`src/hw/rtl/egb_pkg.sv`:
```
// Shared constants and types for the extended GCD block.
package egb_pkg;

  localparam int WIDTH_DEF = 32;

  typedef enum logic [2:0] {
    ST_IDLE,
    ST_CHECK,
    ST_DIV_WAIT,
    ST_FIX,
    ST_SHIFT_B,
    ST_SHIFT_A,
    ST_DONE
  } state_t;

  // Request from the sequencer to the shared divider.
  typedef struct packed {
    logic start;
  } div_req_t;

  // Status from the shared divider back to the sequencer.
  typedef struct packed {
    logic done;
  } div_stat_t;

endpackage

```
`src/hw/rtl/egb_divmac.sv`:
```
// Iterative signed truncating divider that also forms quotient products.
module egb_divmac import egb_pkg::*; #(
  parameter int WIDTH = WIDTH_DEF
) (
  input  logic             clk,
  input  logic             rst_n,
  input  div_req_t         req,
  input  logic [WIDTH-1:0] num,
  input  logic [WIDTH-1:0] den,
  input  logic [WIDTH-1:0] m0,
  input  logic [WIDTH-1:0] m1,
  output div_stat_t        stat,
  output logic [WIDTH-1:0] quo,
  output logic [WIDTH-1:0] rem,
  output logic [WIDTH-1:0] prod0,
  output logic [WIDTH-1:0] prod1
);

  localparam int CW = (WIDTH > 1) ? $clog2(WIDTH) : 1;

  logic             busy_r, busy_nxt;
  logic             done_r, done_nxt;
  logic [CW-1:0]    cnt_r, cnt_nxt;
  logic [WIDTH-1:0] dvd_r, dvd_nxt;
  logic [WIDTH-1:0] part_r, part_nxt;
  logic [WIDTH-1:0] dmag_r, dmag_nxt;
  logic [WIDTH-1:0] acc0_r, acc0_nxt;
  logic [WIDTH-1:0] acc1_r, acc1_nxt;
  logic [WIDTH-1:0] m0_r, m0_nxt;
  logic [WIDTH-1:0] m1_r, m1_nxt;
  logic             nneg_r, nneg_nxt;
  logic             qneg_r, qneg_nxt;

  logic [WIDTH:0]   shifted;
  logic [WIDTH:0]   diff;
  logic             qbit;

  assign shifted = {part_r, dvd_r[WIDTH-1]};
  assign diff    = shifted - {1'b0, dmag_r};
  assign qbit    = ~diff[WIDTH];

  always_comb begin
    busy_nxt = busy_r;
    done_nxt = 1'b0;
    cnt_nxt  = cnt_r;
    dvd_nxt  = dvd_r;
    part_nxt = part_r;
    dmag_nxt = dmag_r;
    acc0_nxt = acc0_r;
    acc1_nxt = acc1_r;
    m0_nxt   = m0_r;
    m1_nxt   = m1_r;
    nneg_nxt = nneg_r;
    qneg_nxt = qneg_r;
    if (req.start) begin
      busy_nxt = 1'b1;
      cnt_nxt  = CW'(WIDTH - 1);
      dvd_nxt  = num[WIDTH-1] ? (-num) : num;
      dmag_nxt = den[WIDTH-1] ? (-den) : den;
      part_nxt = '0;
      acc0_nxt = '0;
      acc1_nxt = '0;
      m0_nxt   = m0;
      m1_nxt   = m1;
      nneg_nxt = num[WIDTH-1];
      qneg_nxt = num[WIDTH-1] ^ den[WIDTH-1];
    end else if (busy_r) begin
      // Restoring step; products follow the quotient bits in Horner order.
      part_nxt = qbit ? diff[WIDTH-1:0] : shifted[WIDTH-1:0];
      dvd_nxt  = {dvd_r[WIDTH-2:0], qbit};
      acc0_nxt = {acc0_r[WIDTH-2:0], 1'b0} + (qbit ? m0_r : '0);
      acc1_nxt = {acc1_r[WIDTH-2:0], 1'b0} + (qbit ? m1_r : '0);
      cnt_nxt  = cnt_r - CW'(1);
      if (cnt_r == '0) begin
        busy_nxt = 1'b0;
        done_nxt = 1'b1;
      end
    end
  end

  always_ff @(posedge clk) begin
    if (!rst_n) begin
      busy_r <= 1'b0;
      done_r <= 1'b0;
    end else begin
      busy_r <= busy_nxt;
      done_r <= done_nxt;
    end
    cnt_r  <= cnt_nxt;
    dvd_r  <= dvd_nxt;
    part_r <= part_nxt;
    dmag_r <= dmag_nxt;
    acc0_r <= acc0_nxt;
    acc1_r <= acc1_nxt;
    m0_r   <= m0_nxt;
    m1_r   <= m1_nxt;
    nneg_r <= nneg_nxt;
    qneg_r <= qneg_nxt;
  end

  assign stat.done = done_r;
  assign quo   = qneg_r ? (-dvd_r) : dvd_r;
  assign rem   = nneg_r ? (-part_r) : part_r;
  assign prod0 = qneg_r ? (-acc0_r) : acc0_r;
  assign prod1 = qneg_r ? (-acc1_r) : acc1_r;

endmodule

```
`src/hw/rtl/extended_gcd_bezout.sv`:
```
// Top level of the extended GCD block: sequencer around one shared divider.
//
//   channel  direction  ports                                    handshake
//   in       input      in_a, in_b, in_want_nonzero_first        in_valid / in_ready
//   out      output     out_coef_a, out_coef_b, out_divisor      out_valid / out_ready
//
// Each Euclid step is one pass of the shared divider: a start from ST_CHECK,
// WIDTH restoring steps and an update in ST_DIV_WAIT. When the first
// coefficient must be moved off zero, further passes divide b and then a by the divisor.
// The block takes one word at a time; in_ready is high only while idle.
// A finished word waits in the output register while out_ready is low; the
// next input word may be taken meanwhile and holds in its last state until
// the output register frees up.
// Reset is synchronous and active low and clears only control state.
module extended_gcd_bezout import egb_pkg::*; #(
  parameter int WIDTH = WIDTH_DEF
) (
  input  logic             clk,
  input  logic             rst_n,
  input  logic             in_valid,
  output logic             in_ready,
  input  logic [WIDTH-1:0] in_a,
  input  logic [WIDTH-1:0] in_b,
  input  logic             in_want_nonzero_first,
  output logic             out_valid,
  input  logic             out_ready,
  output logic [WIDTH-1:0] out_coef_a,
  output logic [WIDTH-1:0] out_coef_b,
  output logic [WIDTH-1:0] out_divisor
);

  state_t state_r, state_nxt;

  // Operand and Euclid recurrence registers.
  logic [WIDTH-1:0] a_r, a_nxt;
  logic [WIDTH-1:0] b_r, b_nxt;
  logic             want_r, want_nxt;
  logic             swap_r, swap_nxt;
  logic [WIDTH-1:0] num_r, num_nxt;
  logic [WIDTH-1:0] den_r, den_nxt;
  logic [WIDTH-1:0] p0_r, p0_nxt;
  logic [WIDTH-1:0] p1_r, p1_nxt;
  logic [WIDTH-1:0] r0_r, r0_nxt;
  logic [WIDTH-1:0] r1_r, r1_nxt;
  logic [WIDTH-1:0] ca_r, ca_nxt;
  logic [WIDTH-1:0] cb_r, cb_nxt;
  logic [WIDTH-1:0] bq_r, bq_nxt;

  // Output register.
  logic             ovld_r, ovld_nxt;
  logic [WIDTH-1:0] oca_r, oca_nxt;
  logic [WIDTH-1:0] ocb_r, ocb_nxt;
  logic [WIDTH-1:0] og_r, og_nxt;

  // Divider connections.
  div_req_t         dreq;
  div_stat_t        dstat;
  logic [WIDTH-1:0] d_num, d_den, d_m0, d_m1;
  logic [WIDTH-1:0] d_quo, d_rem, d_prod0, d_prod1;

  // Helpers for the end-of-loop fixups.
  logic [WIDTH:0]   g_ext;
  logic [WIDTH:0]   neg_a_ext;
  logic [WIDTH-1:0] ca_pick, cb_pick;

  assign g_ext     = {num_r[WIDTH-1], num_r};
  // The negation is one bit wider so that the most negative a is not
  // mistaken for its own negative.
  assign neg_a_ext = -{a_r[WIDTH-1], a_r};

  egb_divmac #(.WIDTH(WIDTH)) u_div (
    .clk   (clk),
    .rst_n (rst_n),
    .req   (dreq),
    .num   (d_num),
    .den   (d_den),
    .m0    (d_m0),
    .m1    (d_m1),
    .stat  (dstat),
    .quo   (d_quo),
    .rem   (d_rem),
    .prod0 (d_prod0),
    .prod1 (d_prod1)
  );

  always_comb begin
    state_nxt = state_r;
    a_nxt     = a_r;
    b_nxt     = b_r;
    want_nxt  = want_r;
    swap_nxt  = swap_r;
    num_nxt   = num_r;
    den_nxt   = den_r;
    p0_nxt    = p0_r;
    p1_nxt    = p1_r;
    r0_nxt    = r0_r;
    r1_nxt    = r1_r;
    ca_nxt    = ca_r;
    cb_nxt    = cb_r;
    bq_nxt    = bq_r;
    ovld_nxt  = ovld_r & ~out_ready;
    oca_nxt   = oca_r;
    ocb_nxt   = ocb_r;
    og_nxt    = og_r;
    dreq.start = 1'b0;
    d_num     = num_r;
    d_den     = den_r;
    d_m0      = p1_r;
    d_m1      = r1_r;
    in_ready  = (state_r == ST_IDLE);
    ca_pick   = swap_r ? r0_r : p0_r;
    cb_pick   = swap_r ? p0_r : r0_r;

    case (state_r)
      ST_IDLE: begin
        if (in_valid) begin
          // The larger operand in signed order is the first dividend.
          a_nxt    = in_a;
          b_nxt    = in_b;
          want_nxt = in_want_nonzero_first;
          swap_nxt = ($signed(in_a) < $signed(in_b));
          num_nxt  = swap_nxt ? in_b : in_a;
          den_nxt  = swap_nxt ? in_a : in_b;
          p0_nxt   = WIDTH'(1);
          p1_nxt   = '0;
          r0_nxt   = '0;
          r1_nxt   = WIDTH'(1);
          state_nxt = ST_CHECK;
        end
      end
      ST_CHECK: begin
        if (den_r == '0) begin
          state_nxt = ST_FIX;
        end else begin
          dreq.start = 1'b1;
          state_nxt  = ST_DIV_WAIT;
        end
      end
      ST_DIV_WAIT: begin
        if (dstat.done) begin
          p0_nxt  = p1_r;
          p1_nxt  = p0_r - d_prod0;
          r0_nxt  = r1_r;
          r1_nxt  = r0_r - d_prod1;
          num_nxt = den_r;
          den_nxt = d_rem;
          state_nxt = ST_CHECK;
        end
      end
      ST_FIX: begin
        // num_r now holds the divisor. Both special cases are tested in
        // order, so the second one wins when a and the divisor are zero.
        ca_nxt = ca_pick;
        cb_nxt = cb_pick;
        if (num_r == a_r) begin
          ca_nxt = WIDTH'(1);
          cb_nxt = '0;
        end
        if (g_ext == neg_a_ext) begin
          ca_nxt = '1;
          cb_nxt = '0;
        end
        if (want_r && (ca_nxt == '0) && (num_r != '0)) begin
          state_nxt = ST_SHIFT_B;
          dreq.start = 1'b1;
          d_num = b_r;
          d_den = num_r;
          d_m0  = '0;
          d_m1  = '0;
        end else begin
          state_nxt = ST_DONE;
        end
      end
      ST_SHIFT_B: begin
        d_num = b_r;
        d_den = num_r;
        d_m0  = '0;
        d_m1  = '0;
        if (dstat.done) begin
          bq_nxt = d_quo;
          dreq.start = 1'b1;
          d_num = a_r;
          state_nxt = ST_SHIFT_A;
        end
      end
      ST_SHIFT_A: begin
        d_num = a_r;
        d_den = num_r;
        d_m0  = '0;
        d_m1  = '0;
        if (dstat.done) begin
          // Step along the solution line; direction from the sign of coef_b.
          if (!cb_r[WIDTH-1] && (cb_r != '0)) begin
            ca_nxt = ca_r + bq_r;
            cb_nxt = cb_r - d_quo;
          end else begin
            ca_nxt = ca_r - bq_r;
            cb_nxt = cb_r + d_quo;
          end
          state_nxt = ST_DONE;
        end
      end
      ST_DONE: begin
        if (!ovld_r || out_ready) begin
          ovld_nxt  = 1'b1;
          oca_nxt   = ca_r;
          ocb_nxt   = cb_r;
          og_nxt    = num_r;
          state_nxt = ST_IDLE;
        end
      end
      default: begin
        state_nxt = ST_IDLE;
      end
    endcase
  end

  always_ff @(posedge clk) begin
    if (!rst_n) begin
      state_r <= ST_IDLE;
      ovld_r  <= 1'b0;
    end else begin
      state_r <= state_nxt;
      ovld_r  <= ovld_nxt;
    end
    a_r    <= a_nxt;
    b_r    <= b_nxt;
    want_r <= want_nxt;
    swap_r <= swap_nxt;
    num_r  <= num_nxt;
    den_r  <= den_nxt;
    p0_r   <= p0_nxt;
    p1_r   <= p1_nxt;
    r0_r   <= r0_nxt;
    r1_r   <= r1_nxt;
    ca_r   <= ca_nxt;
    cb_r   <= cb_nxt;
    bq_r   <= bq_nxt;
    oca_r  <= oca_nxt;
    ocb_r  <= ocb_nxt;
    og_r   <= og_nxt;
  end

  assign out_valid   = ovld_r;
  assign out_coef_a  = oca_r;
  assign out_coef_b  = ocb_r;
  assign out_divisor = og_r;

endmodule

```
`config.mk`:
```
export PLATFORM = sky130hd
export DESIGN_NAME = extended_gcd_bezout
export DESIGN_NICKNAME = d
export VERILOG_FILES = /design/src/hw/rtl/egb_pkg.sv /design/src/hw/rtl/egb_divmac.sv /design/src/hw/rtl/extended_gcd_bezout.sv
export SDC_FILE = /design/constraint.sdc
export NUM_CORES = 2
export LEC_CHECK = 0
export BUFFER_PORTS_ARGS = -buffer_cell sky130_fd_sc_hd__buf_4
export CORE_UTILIZATION = 42
export CTS_CLUSTER_SIZE = 8
export DETAILED_ROUTE_END_ITERATION = 7
export SLEW_MARGIN = 20
export SYNTH_ARGS = -nofsm -noshare
export SYNTH_HDL_FRONTEND = slang
export SYNTH_HIERARCHICAL = 1
export SYNTH_SLANG_ARGS = --single-unit
```
`constraint.sdc`:
```
create_clock -name clk -period 10.9 [get_ports clk]
set_clock_uncertainty 0.15 [all_clocks]
set_input_delay 2.18 -clock clk [delete_from_list [all_inputs] [get_ports clk]]
set_output_delay 2.18 -clock clk [all_outputs]
set_load 0.02 [all_outputs]
```
==> out/metrics.csv <==
stage,metric,value,unit
power_and_ir_drop,internal_power,0.00825,W
cts,cts-resized-gates,0,
yosys,synth_seq_area_share,0.434,
power_and_ir_drop,peakVddDrop,0.212,mV
worst_setup_path,setup.worst_path.class,register to register,
timing,tns,0,ns
yosys,synth_warnings,6,
finish,fillCellCount,9922,
routing,final_antenna_net_count,0,
placed_design,preCtsSetupSlack,2.78,ns
power_and_ir_drop,power_frac_clock,0.196,
yosys,synth_ff_type,edfxtp_1,
yosys,syn_area,0.0450,mm2
yosys,synth-seq-cells,687,
timing,worst_slack,2.72,ns
worst_setup_path,r2r.worst_path.cells,22,
routing,viasPerCell,5.77,
cts,clk_latency,0.68,ns
yosys,synth_edf_count,580,
placed_design,place_congestion,0.980,
hold_path,min_to,out_coef_a[10],
cts,clockBufferDepth,3,
routing,wl,137000,um
yosys,syn_nets,4922,
worst_setup_path,worst-path-max-fanout,32,
cts,post_cts_buffers,0,
worst_setup_path,cp.arrival,8.42,ns
cts,h-tree-depth,3,
hold_path,worstHoldStart,ca_r[10],
worst_setup_path,r2r-start,a_r[0],
floorplan,die_height,329,um
timing,slew_violations,0,
timing,fmax,122,MHz
run_status,status,completed,
finish,ff_latch_area,0.0196,mm2
yosys,synth_cell_types,93,
finish,n_antenna_cell,0,
finish,multi_input_area,0.0240,mm2
cts,hold_buffers,0,
power_and_ir_drop,p_sw,0.00618,W
routing,vias,35648,
timing,rsz0062_at_grt,no,
yosys,synth.avg_cell_area,9.82,um2
floorplan,io_pins,167,
yosys,async_reset_ff_frac,0,
timing,post-route-period-util,0.750,
finish,drive_gt1_frac,0.0803,
cts,clock-sinks,687,
floorplan,start_util,0.426,
placed_design,io_buffers,166,
floorplan,coreArea,0.106,mm2
global_routing,grt_max_degree,98,
cts,cts_buffers,96,
routing,wl_per_cell,22.2,um
routing,dr.pass1.iters,6,
worst_setup_path,reg2reg_to,u_div/dvd_r[29],
worst_setup_path,required,11.14,ns
hold_path,min_delay_path_depth,0,
floorplan,fp.dieW,329,um
finish,area_delta_synth_final,12.1,%
power_and_ir_drop,leakagePower,19.5,nW
worst_setup_path,critPathCaptureType,register,
timing,final_hold_viol_count,0,
run,maxCapViolations,0,
global_routing,grt_overflow,0,
global_routing,grt_pass1_wl,206000,um
floorplan,rows,119,
power_and_ir_drop,seq_power_share,0.282,
routing,dr.first_iter.drc_count,3002,
finish,fin_nets,5045,
worst_setup_path,ff2ff_setup_slack,2.72,ns
global_routing,grt_pass1_vias,33468,
global_routing,globalRouteTotalUtil,0.249,
timing,max_slew_margin,0.327,
hold_path,worstHoldPathType,register to register,
timing,tightest_slew,1.01,ns
power_and_ir_drop,p_comb_frac,0.521,
timing,setup_viol,0,
power_and_ir_drop,p_sw_frac,0.428,
cts,cts_tree,yes,
cts,cts-root-buf,clkbuf_16,
routing,drc,0,
cts,clk_transition_reported_paths,0.05,ns
placed_design,dpl.hpwl,102000,um
global_routing,antenna_found_initial,3,
worst_setup_path,cp-start-kind,register,
power_and_ir_drop,p_per_area,286,mW/mm2
floorplan,dieArea,0.109,mm2
yosys,synth_cells,4589,
timing,layout_min_cycle_time,8.18,ns
layout by cell type, fill, tap and decap left out, drive strengths merged, types with 23 or more instances in the layout:
master / count
a211oi: 30
a21o: 98
a21oi: 272
a221o: 33
a31oi: 29
and2: 195
buf: 208
clkbuf: 163
dfxtp: 107
edfxtp: 580
ha: 257
inv: 225
mux2: 35
mux2i: 165
nand2: 374
nand2b: 70
nand3: 62
nand4: 35
nor2: 337
nor2b: 37
nor3: 105
nor4: 75
o21ai: 332
o21bai: 31
o22ai: 35
o31ai: 64
o41ai: 34
or2: 23
or3: 38
or4: 46
xnor2: 301
xor2: 161
final cells by class:
class,instances,share of cell area
Clock inverter,7,0.00159
Sequential cell,687,0.388
Multi-Input combinational cell,3500,0.476
Inverter,219,0.0163
Clock buffer,163,0.0530
Tap cell,1391,0.0345
Timing Repair Buffer,208,0.0310
state kept, by name, summed over array words and instances (netlist names), 32 cells and up:
| name | flops |
|---|---|
| den_r | 32 |
| u_div/dmag_r | 32 |
| p0_r | 32 |
| bq_r | 32 |
| u_div/acc1_r | 32 |
| u_div/part_r | 32 |
| r0_r | 32 |
| num_r | 32 |
| b_r | 32 |
| u_div/dvd_r | 32 |
| cb_r | 32 |
| out_coef_a | 32 |
| u_div/acc0_r | 32 |
| u_div/m0_r | 32 |
| ca_r | 32 |
| out_divisor | 32 |
| r1_r | 32 |
| u_div/m1_r | 32 |
| p1_r | 32 |
| out_coef_b | 32 |
| a_r | 32 |
cells by family after synthesis:
kind of cell,count (synthesis),synth area share
buf+inv,402,0.0348
compound gates,1115,0.157
fa+ha+maj,264,0.0745
xor+xnor,463,0.0904
flops,687,0.434
mux,200,0.0454
simple gates,1458,0.163
synth_stat cells, types with 141 or more instances:
library cell	instances	area [um2]
mux2i_1	165	1650
o21ai_0	322	1610
xnor2_1	301	2640
nand2_1	374	1400
clkbuf_1	141	529
xor2_1	161	1410
and2_1	195	1220
nor2_1	336	1260
a21oi_1	272	1360
edfxtp_1	580	17400
inv_1	219	822
ha_1	257	3220
per-stage QoR:
stage | total power [W] | util | cell area [um2] | instances | hold WS, ns
2_1_floorplan | 0.00979 | - | 45000 | 4589 | 0.274
3_3_place_gp | 0.0115 | 0.451 | 47700 | 6004 | 0.302
3_5_place_dp | 0.0115 | 0.451 | 47700 | 6005 | 0.299
4_1_cts | 0.0144 | 0.477 | 50500 | 6175 | 0.310
5_1_grt | 0.0155 | 0.477 | 50500 | 6175 | 0.317
6_report | 0.0144 | 0.477 | 50500 | 6175 | 0.307
layer usage:
layer / vias up / track usage / wire length, um
li1: 17098 / - / -
met4: 6 / 0.0841 / 4550
met1: 17201 / 0.358 / 63900
met3: 203 / 0.0381 / 8930
met5: - / 0 / 43
met2: 1140 / 0.379 / 59600
power by group through the flow:
stage,clock network (W),logic (W),registers [W]
2_1_floorplan,0,0.00594,0.00385
3_3_place_gp,0,0.00740,0.00411
3_5_place_dp,0,0.00743,0.00411
4_1_cts,0.00289,0.00749,0.00406
5_1_grt,0.00298,0.00843,0.00413
6_report,0.00284,0.00753,0.00407
critical path, cell delays in order, from the launching register on:
cell	delay, ns
edfxtp_1	0.44
inv_1	0.09
ha_1	0.21
or4b_1	0.61
or4b_4	0.66
nor4_4	0.25
xnor2_1	0.10
or4_1	0.52
or4_4	0.50
o31ai_4	0.32
nor4_1	0.13
a22o_2	0.52
a221o_1	0.49
nor4_1	0.41
nand2_1	0.18
nor2_1	0.15
nand2_1	0.09
or4_1	0.50
or4_1	0.48
or4_1	0.48
o41ai_1	0.34
xor2_1	0.18
a21oi_1	0.08
worst max path at each step:
stage	from	end	slack [ns]	cells after the start
CTS	a_r[0]	u_div/dvd_r[29]	2.78	22
global placement	a_r[0]	u_div/dvd_r[29]	2.76	22
detailed placement	a_r[0]	u_div/dvd_r[29]	2.78	22
floorplan	in_valid	den_r[0]	2.51	2
finish	a_r[0]	u_div/dvd_r[29]	2.72	22
global route	a_r[1]	u_div/dvd_r[29]	2.15	23
Power figures use the tool's default switching activity.
